## src/design/sckd_pkg.sv

```systemverilog
// Shared types, scancode constants and key lookup tables for the set-1 keyboard decoder.
// Depends on nothing; the front, queue, back and top modules import it.
package sckd_pkg;

    localparam int RING_DEPTH_DEF = 32;
    localparam int KEY_W          = 10;
    localparam int COUNT_W        = 5;

    // Scancode bytes with a fixed meaning.
    localparam logic [7:0] SC_PREFIX     = 8'hE0;
    localparam logic [7:0] SC_CTRL_MAKE  = 8'h1D;
    localparam logic [7:0] SC_CTRL_BRK   = 8'h9D;
    localparam logic [7:0] SC_LSHIFT_MK  = 8'h2A;
    localparam logic [7:0] SC_RSHIFT_MK  = 8'h36;
    localparam logic [7:0] SC_LSHIFT_BRK = 8'hAA;
    localparam logic [7:0] SC_RSHIFT_BRK = 8'hB6;
    localparam logic [7:0] SC_CAPS_MAKE  = 8'h3A;

    // Special key codes.
    localparam logic [KEY_W-1:0] K_NONE  = 10'h000;
    localparam logic [KEY_W-1:0] K_ESC   = 10'h100;
    localparam logic [KEY_W-1:0] K_BKSP  = 10'h101;
    localparam logic [KEY_W-1:0] K_TAB   = 10'h102;
    localparam logic [KEY_W-1:0] K_ENTER = 10'h103;
    localparam logic [KEY_W-1:0] K_F1    = 10'h104;
    localparam logic [KEY_W-1:0] K_F2    = 10'h105;
    localparam logic [KEY_W-1:0] K_F3    = 10'h106;
    localparam logic [KEY_W-1:0] K_F4    = 10'h107;
    localparam logic [KEY_W-1:0] K_F10   = 10'h108;
    localparam logic [KEY_W-1:0] K_HOME  = 10'h109;
    localparam logic [KEY_W-1:0] K_UP    = 10'h10A;
    localparam logic [KEY_W-1:0] K_PGUP  = 10'h10B;
    localparam logic [KEY_W-1:0] K_LEFT  = 10'h10C;
    localparam logic [KEY_W-1:0] K_RIGHT = 10'h10D;
    localparam logic [KEY_W-1:0] K_END   = 10'h10E;
    localparam logic [KEY_W-1:0] K_DOWN  = 10'h10F;
    localparam logic [KEY_W-1:0] K_PGDN  = 10'h110;
    localparam logic [KEY_W-1:0] K_INS   = 10'h111;
    localparam logic [KEY_W-1:0] K_DEL   = 10'h112;

    localparam logic [KEY_W-1:0] CTRL_FLAG  = 10'h200;
    localparam logic [KEY_W-1:0] CASE_DELTA = 10'h020;
    localparam logic [KEY_W-1:0] CHAR_LO_A  = 10'h061;
    localparam logic [KEY_W-1:0] CHAR_LO_Z  = 10'h07A;

    // One classified operation handed from the front end to the back end.
    typedef struct packed {
        logic             poll;
        logic             push;
        logic [KEY_W-1:0] key;
    } t_op;

    function automatic logic [KEY_W-1:0] map_qwerty(input logic [6:0] code);
        logic [KEY_W-1:0] k;
        case (code)
            7'h01: k = K_ESC;    7'h02: k = 10'h031;  7'h03: k = 10'h032;
            7'h04: k = 10'h033;  7'h05: k = 10'h034;  7'h06: k = 10'h035;
            7'h07: k = 10'h036;  7'h08: k = 10'h037;  7'h09: k = 10'h038;
            7'h0A: k = 10'h039;  7'h0B: k = 10'h030;  7'h0C: k = 10'h02D;
            7'h0D: k = 10'h03D;  7'h0E: k = K_BKSP;   7'h0F: k = K_TAB;
            7'h10: k = 10'h071;  7'h11: k = 10'h077;  7'h12: k = 10'h065;
            7'h13: k = 10'h072;  7'h14: k = 10'h074;  7'h15: k = 10'h079;
            7'h16: k = 10'h075;  7'h17: k = 10'h069;  7'h18: k = 10'h06F;
            7'h19: k = 10'h070;  7'h1A: k = 10'h05B;  7'h1B: k = 10'h05D;
            7'h1C: k = K_ENTER;  7'h1E: k = 10'h061;  7'h1F: k = 10'h073;
            7'h20: k = 10'h064;  7'h21: k = 10'h066;  7'h22: k = 10'h067;
            7'h23: k = 10'h068;  7'h24: k = 10'h06A;  7'h25: k = 10'h06B;
            7'h26: k = 10'h06C;  7'h27: k = 10'h03B;  7'h28: k = 10'h027;
            7'h29: k = 10'h060;  7'h2B: k = 10'h05C;  7'h2C: k = 10'h07A;
            7'h2D: k = 10'h078;  7'h2E: k = 10'h063;  7'h2F: k = 10'h076;
            7'h30: k = 10'h062;  7'h31: k = 10'h06E;  7'h32: k = 10'h06D;
            7'h33: k = 10'h02C;  7'h34: k = 10'h02E;  7'h35: k = 10'h02F;
            7'h39: k = 10'h020;  7'h3B: k = K_F1;     7'h3C: k = K_F2;
            7'h3D: k = K_F3;     7'h3E: k = K_F4;     7'h44: k = K_F10;
            default: k = K_NONE;
        endcase
        return k;
    endfunction

    // AZERTY differs from QWERTY on a handful of positions only.
    function automatic logic [KEY_W-1:0] map_azerty(input logic [6:0] code);
        logic [KEY_W-1:0] k;
        case (code)
            7'h10: k = 10'h061;
            7'h11: k = 10'h07A;
            7'h1E: k = 10'h071;
            7'h27: k = 10'h06D;
            7'h2C: k = 10'h077;
            7'h32: k = 10'h02C;
            7'h33: k = 10'h03B;
            default: k = map_qwerty(code);
        endcase
        return k;
    endfunction

    function automatic logic [KEY_W-1:0] map_extended(input logic [6:0] code);
        logic [KEY_W-1:0] k;
        case (code)
            7'h47: k = K_HOME;
            7'h48: k = K_UP;
            7'h49: k = K_PGUP;
            7'h4B: k = K_LEFT;
            7'h4D: k = K_RIGHT;
            7'h4F: k = K_END;
            7'h50: k = K_DOWN;
            7'h51: k = K_PGDN;
            7'h52: k = K_INS;
            7'h53: k = K_DEL;
            default: k = K_NONE;
        endcase
        return k;
    endfunction

    function automatic logic [KEY_W-1:0] shifted_key(input logic [KEY_W-1:0] k);
        logic [KEY_W-1:0] s;
        case (k)
            10'h031: s = 10'h021;  10'h032: s = 10'h040;  10'h033: s = 10'h023;
            10'h034: s = 10'h024;  10'h035: s = 10'h025;  10'h036: s = 10'h05E;
            10'h037: s = 10'h026;  10'h038: s = 10'h02A;  10'h039: s = 10'h028;
            10'h030: s = 10'h029;  10'h02D: s = 10'h05F;  10'h03D: s = 10'h02B;
            10'h05B: s = 10'h07B;  10'h05D: s = 10'h07D;  10'h03B: s = 10'h03A;
            10'h027: s = 10'h022;  10'h060: s = 10'h07E;  10'h05C: s = 10'h07C;
            10'h02C: s = 10'h03C;  10'h02E: s = 10'h03E;  10'h02F: s = 10'h03F;
            default: s = k;
        endcase
        return s;
    endfunction

endpackage

```

## src/design/sckd_front.sv

```systemverilog
// Front end: accepts input words, tracks modifier and prefix state, and classifies each
// word into a poll, a key push or a no-op operation. Depends on sckd_pkg.
module sckd_front
    import sckd_pkg::*;
(
    input  logic       i_clk,
    input  logic       i_rst_n,
    input  logic       i_layout_select,
    input  logic       i_in_valid,
    output logic       o_in_ready,
    input  logic       i_cmd,
    input  logic [7:0] i_scan_byte,
    output logic       o_op_valid,
    input  logic       i_op_ready,
    output t_op        o_op
);

    logic r_shift_held;
    logic r_caps_on;
    logic r_ctrl_held;
    logic r_prefix_pending;
    logic n_shift_held;
    logic n_caps_on;
    logic n_ctrl_held;
    logic n_prefix_pending;
    logic             accept;
    logic [KEY_W-1:0] base_key;
    logic [KEY_W-1:0] key;
    t_op              op;

    assign o_in_ready = i_op_ready;
    assign o_op_valid = i_in_valid;
    assign accept     = i_in_valid && i_op_ready;
    assign o_op       = op;

    assign base_key = i_layout_select ? map_azerty(i_scan_byte[6:0])
                                      : map_qwerty(i_scan_byte[6:0]);

    always_comb begin
        n_shift_held     = r_shift_held;
        n_caps_on        = r_caps_on;
        n_ctrl_held      = r_ctrl_held;
        n_prefix_pending = r_prefix_pending;
        key              = K_NONE;
        op.poll          = i_cmd;
        op.push          = 1'b0;
        if (!i_cmd) begin
            if (i_scan_byte == SC_PREFIX) begin
                n_prefix_pending = 1'b1;
            end else if (i_scan_byte == SC_CTRL_MAKE) begin
                n_ctrl_held = 1'b1;
            end else if (i_scan_byte == SC_CTRL_BRK) begin
                n_ctrl_held = 1'b0;
            end else if (i_scan_byte == SC_LSHIFT_MK || i_scan_byte == SC_RSHIFT_MK) begin
                n_shift_held = 1'b1;
            end else if (i_scan_byte == SC_LSHIFT_BRK || i_scan_byte == SC_RSHIFT_BRK) begin
                n_shift_held = 1'b0;
            end else if (i_scan_byte == SC_CAPS_MAKE) begin
                n_caps_on = !r_caps_on;
            end else if (i_scan_byte[7]) begin
                n_prefix_pending = 1'b0;
            end else if (r_prefix_pending) begin
                // Extended keys ignore every modifier.
                n_prefix_pending = 1'b0;
                key              = map_extended(i_scan_byte[6:0]);
            end else if (base_key >= CHAR_LO_A && base_key <= CHAR_LO_Z) begin
                if (r_ctrl_held) begin
                    key = CTRL_FLAG | base_key;
                end else if (r_shift_held != r_caps_on) begin
                    key = base_key - CASE_DELTA;
                end else begin
                    key = base_key;
                end
            end else if (r_shift_held) begin
                key = shifted_key(base_key);
            end else begin
                key = base_key;
            end
            op.push = (key != K_NONE);
        end
        op.key = key;
    end

    always_ff @(posedge i_clk) begin
        if (!i_rst_n) begin
            r_shift_held     <= 1'b0;
            r_caps_on        <= 1'b0;
            r_ctrl_held      <= 1'b0;
            r_prefix_pending <= 1'b0;
        end else if (accept) begin
            r_shift_held     <= n_shift_held;
            r_caps_on        <= n_caps_on;
            r_ctrl_held      <= n_ctrl_held;
            r_prefix_pending <= n_prefix_pending;
        end
    end

endmodule

```

## src/design/sckd_queue.sv

```systemverilog
// Two-entry operation queue between the front end and the back end.
// Depends on sckd_pkg for the operation type.
module sckd_queue
    import sckd_pkg::*;
(
    input  logic i_clk,
    input  logic i_rst_n,
    input  logic i_push_valid,
    output logic o_push_ready,
    input  t_op  i_push_op,
    output logic o_pop_valid,
    input  logic i_pop_ready,
    output t_op  o_pop_op
);

    t_op        r_slot [2];
    logic       r_wp;
    logic       r_rp;
    logic [1:0] r_cnt;
    logic       push;
    logic       pop;

    assign o_push_ready = (r_cnt != 2'd2);
    assign o_pop_valid  = (r_cnt != 2'd0);
    assign o_pop_op     = r_slot[r_rp];
    assign push         = i_push_valid && o_push_ready;
    assign pop          = o_pop_valid && i_pop_ready;

    always_ff @(posedge i_clk) begin
        if (push) begin
            r_slot[r_wp] <= i_push_op;
        end
        if (!i_rst_n) begin
            r_wp  <= 1'b0;
            r_rp  <= 1'b0;
            r_cnt <= 2'd0;
        end else begin
            if (push) begin
                r_wp <= !r_wp;
            end
            if (pop) begin
                r_rp <= !r_rp;
            end
            case ({push, pop})
                2'b10:   r_cnt <= r_cnt + 2'd1;
                2'b01:   r_cnt <= r_cnt - 2'd1;
                default: r_cnt <= r_cnt;
            endcase
        end
    end

endmodule

```

## src/design/sckd_back.sv

```systemverilog
// Back end: key ring memory with read and write indexes, executing pushes and polls,
// and the registered result stage. Depends on sckd_pkg.
module sckd_back
    import sckd_pkg::*;
#(
    parameter int RING_DEPTH = RING_DEPTH_DEF
)
(
    input  logic               i_clk,
    input  logic               i_rst_n,
    input  logic               i_op_valid,
    output logic               o_op_ready,
    input  t_op                i_op,
    output logic               o_out_valid,
    input  logic               i_out_ready,
    output logic               o_key_valid,
    output logic [KEY_W-1:0]   o_key_code,
    output logic [COUNT_W-1:0] o_queue_count,
    output logic               o_dropped
);

    localparam int IW = (RING_DEPTH > 1) ? $clog2(RING_DEPTH) : 1;
    localparam int XW = (IW + 1 > COUNT_W) ? IW + 1 : COUNT_W;
    localparam logic [IW-1:0] LAST_INDEX = IW'(RING_DEPTH - 1);
    localparam logic [XW-1:0] DEPTH_X    = XW'(RING_DEPTH);

    logic [KEY_W-1:0]   r_ring [RING_DEPTH];
    logic [IW-1:0]      r_wr;
    logic [IW-1:0]      r_rd;
    logic [IW-1:0]      n_wr;
    logic [IW-1:0]      n_rd;
    logic               r_out_valid;
    logic               r_key_valid;
    logic [KEY_W-1:0]   r_read_data;
    logic [COUNT_W-1:0] r_count;
    logic               r_dropped;
    logic               n_key_valid;
    logic               n_dropped;
    logic               do_write;
    logic               take;
    logic [IW-1:0]      wr_adv;
    logic [IW-1:0]      rd_adv;
    logic [XW-1:0]      count_x;

    assign o_op_ready  = !r_out_valid || i_out_ready;
    assign take        = i_op_valid && o_op_ready;
    assign wr_adv      = (r_wr == LAST_INDEX) ? '0 : r_wr + 1'b1;
    assign rd_adv      = (r_rd == LAST_INDEX) ? '0 : r_rd + 1'b1;

    always_comb begin
        n_wr        = r_wr;
        n_rd        = r_rd;
        n_key_valid = 1'b0;
        n_dropped   = 1'b0;
        do_write    = 1'b0;
        if (i_op.poll) begin
            if (r_rd != r_wr) begin
                n_key_valid = 1'b1;
                n_rd        = rd_adv;
            end
        end else if (i_op.push) begin
            // One slot stays free so that equal indexes always mean empty.
            if (wr_adv == r_rd) begin
                n_dropped = 1'b1;
            end else begin
                do_write = 1'b1;
                n_wr     = wr_adv;
            end
        end
        if (n_wr >= n_rd) begin
            count_x = XW'(n_wr) - XW'(n_rd);
        end else begin
            count_x = XW'(n_wr) + DEPTH_X - XW'(n_rd);
        end
    end

    // A poll only reads an entry written in an earlier cycle, so no bypass is needed.
    always_ff @(posedge i_clk) begin
        if (take && do_write) begin
            r_ring[r_wr] <= i_op.key;
        end
        if (take) begin
            r_read_data <= r_ring[r_rd];
            r_count     <= count_x[COUNT_W-1:0];
            r_dropped   <= n_dropped;
        end
    end

    always_ff @(posedge i_clk) begin
        if (!i_rst_n) begin
            r_wr        <= '0;
            r_rd        <= '0;
            r_out_valid <= 1'b0;
            r_key_valid <= 1'b0;
        end else begin
            if (take) begin
                r_wr        <= n_wr;
                r_rd        <= n_rd;
                r_key_valid <= n_key_valid;
                r_out_valid <= 1'b1;
            end else if (i_out_ready) begin
                r_out_valid <= 1'b0;
            end
        end
    end

    assign o_out_valid   = r_out_valid;
    assign o_key_valid   = r_key_valid;
    assign o_key_code    = r_key_valid ? r_read_data : K_NONE;
    assign o_queue_count = r_count;
    assign o_dropped     = r_dropped;

endmodule

```

## src/design/scancode_to_key_decoder_fifo_top.sv

```systemverilog
// Set-1 scancode decoder with a key ring: front end, two-entry queue, back end.
// A result word passes through the two-entry queue and then the registered result stage
// of the back end before its result handshake.
// Throughput: one word per cycle unless i_out_ready stalls; one ring access per word.
// Reset (synchronous, active low) clears modifiers, prefix, ring indexes and handshakes;
// the ring storage is not cleared and needs no clearing pass. Layout resets to QWERTY.
// Depends on sckd_pkg, sckd_front, sckd_queue and sckd_back.
module scancode_to_key_decoder_fifo_top
    import sckd_pkg::*;
#(
    parameter int RING_DEPTH = RING_DEPTH_DEF
)
(
    input  logic               i_clk,
    input  logic               i_rst_n,
    input  logic               i_cfg_valid,
    output logic               o_cfg_ready,
    input  logic               i_cfg_layout_select,
    input  logic               i_in_valid,
    output logic               o_in_ready,
    input  logic               i_cmd,
    input  logic [7:0]         i_scan_byte,
    output logic               o_out_valid,
    input  logic               i_out_ready,
    output logic               o_key_valid,
    output logic [KEY_W-1:0]   o_key_code,
    output logic [COUNT_W-1:0] o_queue_count,
    output logic               o_dropped
);

    logic r_layout_select;
    logic front_valid;
    logic front_ready;
    t_op  front_op;
    logic back_valid;
    logic back_ready;
    t_op  back_op;

    assign o_cfg_ready = 1'b1;

    always_ff @(posedge i_clk) begin
        if (!i_rst_n) begin
            r_layout_select <= 1'b0;
        end else if (i_cfg_valid) begin
            r_layout_select <= i_cfg_layout_select;
        end
    end

    sckd_front u_front (
        .i_clk           (i_clk),
        .i_rst_n         (i_rst_n),
        .i_layout_select (r_layout_select),
        .i_in_valid      (i_in_valid),
        .o_in_ready      (o_in_ready),
        .i_cmd           (i_cmd),
        .i_scan_byte     (i_scan_byte),
        .o_op_valid      (front_valid),
        .i_op_ready      (front_ready),
        .o_op            (front_op)
    );

    sckd_queue u_queue (
        .i_clk        (i_clk),
        .i_rst_n      (i_rst_n),
        .i_push_valid (front_valid),
        .o_push_ready (front_ready),
        .i_push_op    (front_op),
        .o_pop_valid  (back_valid),
        .i_pop_ready  (back_ready),
        .o_pop_op     (back_op)
    );

    sckd_back #(
        .RING_DEPTH (RING_DEPTH)
    ) u_back (
        .i_clk         (i_clk),
        .i_rst_n       (i_rst_n),
        .i_op_valid    (back_valid),
        .o_op_ready    (back_ready),
        .i_op          (back_op),
        .o_out_valid   (o_out_valid),
        .i_out_ready   (i_out_ready),
        .o_key_valid   (o_key_valid),
        .o_key_code    (o_key_code),
        .o_queue_count (o_queue_count),
        .o_dropped     (o_dropped)
    );

endmodule

```

## config.mk

```make
export PLATFORM = sky130hd
export DESIGN_NAME = scancode_to_key_decoder_fifo_top
export DESIGN_NICKNAME = d
export VERILOG_FILES = /design/src/design/sckd_pkg.sv /design/src/design/sckd_front.sv /design/src/design/sckd_queue.sv /design/src/design/sckd_back.sv /design/src/design/scancode_to_key_decoder_fifo_top.sv
export SDC_FILE = /design/constraint.sdc
export NUM_CORES = 1
export LEC_CHECK = 0
export BUFFER_PORTS_ARGS = -buffer_cell sky130_fd_sc_hd__buf_2
export CAP_MARGIN = 20
export CORE_ASPECT_RATIO = 1.75
export CORE_MARGIN = 2
export CORE_UTILIZATION = 65
export DETAILED_ROUTE_END_ITERATION = 8
export PLACE_DENSITY = 0.92
export REMOVE_ABC_BUFFERS = 1
export SLEW_MARGIN = 15
export SYNTH_ARGS = -nofsm -noshare
export SYNTH_HDL_FRONTEND = slang
export SYNTH_SLANG_ARGS = --single-unit
```

## constraint.sdc

```tcl
create_clock -name i_clk -period 13.5 [get_ports i_clk]
set_input_delay 3.375 -clock i_clk [delete_from_list [all_inputs] [get_ports i_clk]]
set_output_delay 3.375 -clock i_clk [all_outputs]
set_load 0.03 [all_outputs]
```

# [Word-level counts from Yosys, hierarchy flattened]
# Memory sizes are Yosys's and may differ from the RTL's. A register that Yosys moved wholly into a read port is not among the register bits.
# Index checks and enable logic that the tools add are counted.
[op_classes] n_addsub=8 order_cmp=3 eq_ne=59 muxes=53 bitwise_logic=7 n_reduce_logical=22
[op_table] operator="10-bit case mux with 21 select lines" count=1
[op_table] operator="10-bit by 6-bit == test with 1-bit output (second input constant)" count=17
[op_table] operator="10-bit 2-to-1 mux" count=16
[op_table] operator="9-bit case mux with 10 select lines" count=1
[op_table] operator="7-bit == test (second input constant)" count=10
[op_table] operator="10-bit case mux with 7 select lines" count=1
[op_table] operator="10-bit by 7-bit == test with 1-bit output (second input constant)" count=4
[op_table] operator="5-bit 2-to-1 mux" count=8
[op_table] operator="8-bit == test (second input constant)" count=4
[op_table] operator="7-bit by 6-bit == test with 1-bit output (second input constant)" count=4
[op_table] operator="1-bit 2-to-1 mux" count=25
[op_table] operator="8-bit by 6-bit == test with 1-bit output (second input constant)" count=3
[op_table] operator="7-bit by 5-bit == test with 1-bit output (second input constant)" count=3
[op_table] operator="5-bit by 1-bit adder with 5-bit output (second input constant)" count=3
[op_table] operator="5-bit == test (second input constant)" count=2
[op_table] operator="10-bit by 7-bit greater-or-equal comparator with 1-bit output (second input constant)" count=1
[op_table] operator="10-bit by 7-bit less-or-equal comparator with 1-bit output (second input constant)" count=1
[op_table] operator="2-bit by 1-bit != test with 1-bit output (second input constant)" count=5
[op_table] operator="10-bit nonzero test" count=1
[op_table] operator="2-bit nonzero test" count=5
[op_table] operator="10-bit by 6-bit subtractor with 10-bit output (second input constant)" count=1
[op_table] operator="5-bit subtractor" count=2
[op_table] operator="8-bit by 5-bit == test with 1-bit output (second input constant)" count=1
[op_table] operator="8-bit AND reduction" count=1
[op_table] operator="other kinds (18)" count=32
[word_totals] reg_bits=27 mem_bits_rw=344 romBits=2048 in_bits=15 elab_cells=170 memories=4
[mem_list] memory="(no name shown)" words=128 width=8 read_ports=1 rd_ports_with_merged_regs=0 wr=0 line="sckd_pkg.sv:55" rtl="case (code)"
[mem_list] memory="(no name shown)" words=128 width=8 read_ports=1 rd_ports_with_merged_regs=0 wr=0 line="sckd_pkg.sv:55"
[mem_list] memory="u_back.r_ring" words=32 width=10 read_ports=1 rd_ports_with_merged_regs=1 wr=1 line="sckd_back.sv:27" rtl="logic [KEY_W-1:0] r_ring [RING_DEPTH];"
[mem_list] memory="u_queue.r_slot" words=2 width=12 read_ports=1 rd_ports_with_merged_regs=1 wr=1 line="sckd_queue.sv:16" rtl="t_op r_slot [2];"

# [Depth between registers and ports, before layout]
[depth] ltp_word=18 depth_mapped=20 ltp_nobuf=19

# [Modules after synthesis]
# A second synthesis with hierarchy kept.
[hier_totals] cells_unflattened=1137 area_unflattened_um2=17920.9
[modules_own_cells] mod="sckd_back" instances=1 cells_per_inst=680 area_each_um2=14089.8 seq_area_each_um2=10329.9
[modules_own_cells] mod="sckd_front" instances=1 cells_per_inst=391 area_each_um2=2687.6 seq_area_each_um2=80.1
[modules_own_cells] mod="sckd_queue" instances=1 cells_per_inst=61 area_each_um2=1096.1 seq_area_each_um2=820.8
[modules_own_cells] mod="scancode_to_key_decoder_fifo_top" instances=1 cells_per_inst=5 area_each_um2=47.5 seq_area_each_um2=20.0

# [Worst setup path before layout]
# Ideal clock, no wire load.
[synth_path] path_kind="input -> register" startpoint="input i_scan_byte[0]" endpoint="memory u_queue.r_slot[0][10] (netlist name) (data pin)" setup_ns=0.295 arrival_ns=7.031 required_time_ns=13.205 path_slack_ns=6.174 stages=18 cell_sequence="clkbuf_1 > inv_1 > ha_1 > buf_6 > mux2i_2 > o32ai_2 > or2_4 > o41ai_2 > o32a_1 > buf_6 > o21ai_2 > a221o_1 > or3_1 > buf_2 > a32oi_1 > o22ai_1 > a2111oi_1 > a41oi_1"
[synth_rtl] item="start, declared" line="scancode_to_key_decoder_fifo_top.sv:22" rtl="input logic [7:0] i_scan_byte,"
[synth_rtl] item="end, declared" line="sckd_queue.sv:16"

==> impl_metrics.csv <==
group,metric,value,unit
synth,yosysTopAreaCell,"edfxtp_1",
detailed_routing,drt_pass1_iterations,5,
floorplan,design.core.area,26600,sq um
synth,synth-simple-area-share,0.0841,
synth,synthAdderAreaFrac,0.0218,
detailed_routing,drtIter0Drc,1268,
timing,worst_slack,5.62,ns
timing,setup_viol,0,
floorplan,die_x,128,um
detailed_routing,via_per_inst,6.97,
cts,clockBufferDepth,3,
grt,grt_pass1_wl,62.4,mm
synth,synth_edf_count,360,
cts,cts.sinks,382,
detailed_routing,wirelength,41.0,mm
timing,fin_crit_sh,0.584,
setup_path,worstSetupPathType,"primary input to flop",
setup_path,r2r-start,"u_back.r_wr[0]",
cts,ctsHoldBuffers,0,
timing,rsz0062_at_grt,"no",
placement,gp_congestion,0.999,
detailed_routing,wire_per_inst,27.9,um
cts,root_buffer,"clkbuf_16",
cts,post-cts-setup-buffers,0,
min_path,hold_class,"flop to flop",
timing,slew_headroom,0.287,
grt,grt_pass1_vias,10400,
cts,cts_tree,"yes",
synth,async_flop_share,0,
synth,synthTopCellsByArea,"edfxtp_1 62%, mux4_2 13%, dfxtp_1 2.5%, ha_1 2.1%, nor2_1 1.8%",
synth,synth_area,17500,sq um
setup_path,setup.worst_path.start,"i_scan_byte[1]",
layout,fillers,1565,
min_path,hold_path_startpoint,"u_queue.r_cnt[1]",
layout,multi_input_area,5850,sq um
grt,overflow,0,
synth,synth_xor_area_frac,0.0115,
placement,dpl.hpwl,26.4,mm
placement,place_inst,1414,
timing,report.final.slew_viol_count,0,
outcome,status,"finished clean",
pwr,total_power,3.11,mW
detailed_routing,via_count,10200,
floorplan,rows,79,
placement,pre_cts_ws,5.24,ns
cts,cts_buffers,30,
grt,grt_usage,0.295,
pwr,p_leak,5.98,nW
synth,synthCells,1120,
cts,clk_pin_slew,0.08,ns
setup_path,cp.required,13.76,ns
pwr,vdd_drop_max,0.102,mV
setup_path,endpoint_kind,"flop",
cts,htreeDepth,1,
layout,diodes,0,
synth,avgSynthCellArea,15.7,sq um
synth,ys.flop_type,"edfxtp_1",
layout,instances_no_fill,1469,
timing,tightest_slew,1.07,ns
layout,drive_gt1_frac,0.210,
placement,io_buffers,33,
layout,syn_to_final_growth,7.54,%
setup_path,startpoint_type,"primary input",
floorplan,io_pins,35,
synth,synth_top_area_share,0.616,
cts,cts_resized,0,
layout,fin_nets,1167,
synth,ys_ff_latch,382,
timing,fin_skew,0.0276,ns
setup_path,critical_path_arrival,8.14,ns
setup_path,worstPathMaxFanout,14,
layout,seq_area,11300,sq um
job,max-cap-violations,0,
floorplan,die_area,28400,sq um
synth,synth_compound_area_frac,0.0634,
grt,antenna_found_initial,0,
synth,synth_cell_types,85,
synth,synth_top_family_by_area,"multiplexers",
detailed_routing,drcViolationCount,0,
synth,synthMuxAreaShare,0.153,
cts,clock_latency,0.58,ns
grt,grt_max_degree,50,
synth,ys_warn_count,0,
timing,finalSetupTns,0,ns
timing,max_clock_freq,127,MHz
timing,period_needed,7.88,ns
timing,hold_viol_final,0,
synth,ys_seq_area_frac,0.641,
floorplan,start_util,0.660,
detailed_routing,antenna_left,0,
floorplan,die_h,221,um
pwr,powerDensity,165,nW/um^2
flip-flops by register name (all words and copies together), names as in the netlist, 2 cells and up, named ones only:
register / flops
u_back.r_ring: 320
u_queue.r_slot: 24
u_back.r_read_data: 10
u_back.o_queue_count: 5
u_back.r_rd: 5
u_back.r_wr: 5
u_queue.r_cnt: 2
per-layer routing:
metal,global-route usage,vias to the layer above,part of all wire
met5,0,-,0
met4,0.151,0,0.057
met3,0.0254,129,0.057
met2,0.530,582,0.54
met1,0.350,5109,0.34
li1,-,4423,-
layout by cell type (no fill, tap or decap), types with 14 or more instances in the layout:
cell type and n:
a21oi_1 41, buf_2 33, clkbuf_16 31, dfxtp_1 19, edfxtp_1 360, ha_1 29, inv_1 25, mux2_2 21
mux2i_1 14, mux4_2 101, nand2_1 45, nand2b_1 17, nand3_1 17, nor2_1 86, nor2b_1 20, nor3_1 33
o21ai_0 33, xnor2_1 14
kinds of logic (layout without fill, tap and decap cells):
logic type | after synthesis | count (layout)
compound gates | 160 | 160
xor+xnor | 23 | 23
fa+ha+maj | 30 | 30
buf+inv | 98 | 123
flops | 382 | 382
mux | 138 | 138
other cells | 1 | 1
simple gates | 288 | 288
synth_stat cells (all sizes together) (17+ instances only):
master / n
a21oi: 41
buf: 29
clkbuf: 43
dfxtp: 22
edfxtp: 360
ha: 29
inv: 25
mux2: 22
mux4: 101
nand2: 45
nand2b: 17
nand3: 17
nor2: 86
nor2b: 20
nor3: 37
o21ai: 38
layout make-up:
type | count | share of cell area
clock inverters | 20 | 0.0120
well taps | 324 | 0.0215
inverters | 26 | 0.00517
multi-input cells | 640 | 0.310
flip-flops and latches | 382 | 0.597
clock buffers | 35 | 0.0419
repair buffers | 42 | 0.0123
per-stage QoR:
stage	hold WS, ns	cell area, sq um	util
3_5_place_dp	0.517	17800	0.671
2_1_floorplan	0.481	17200	-
5_1_grt	0.579	18900	0.709
3_3_place_gp	0.493	17800	0.671
4_1_cts	0.529	18900	0.709
6_report	0.537	18900	0.709
path summary, 6_finish.rpt:
path                                               to  slack (ns)  cells past startpoint
worst max-delay path            u_queue.r_slot[0][10]        5.62                     15
worst min-delay path                 u_queue.r_cnt[1]        0.54                      2
worst max register to register    u_back.r_ring[7][4]        8.86                     12
worst min register to register       u_queue.r_cnt[1]        0.54                      2
power by group:
group / leakage [nW] / switching [mW] / total, mW / internal, mW
Combinational: 2.02 / 0.398 / 0.671 / 0.273
Clock: 0.497 / 0.418 / 0.919 / 0.501
Sequential: 3.46 / 0.0710 / 1.52 / 1.45
critical path: stages:
cell	delay (ns)
buf_2	0.24
inv_1	0.24
ha_1	0.42
nand2_1	0.10
o21ai_0	0.10
a2111oi_0	0.74
a21oi_1	0.18
o21ai_1	0.67
nor2_1	0.20
a32o_2	0.35
nor3b_1	0.43
a21oi_1	0.27
mux2i_1	0.19
a2111oi_1	0.42
a41oi_1	0.19
No activity file was read; power rests on OpenSTA's default activity.
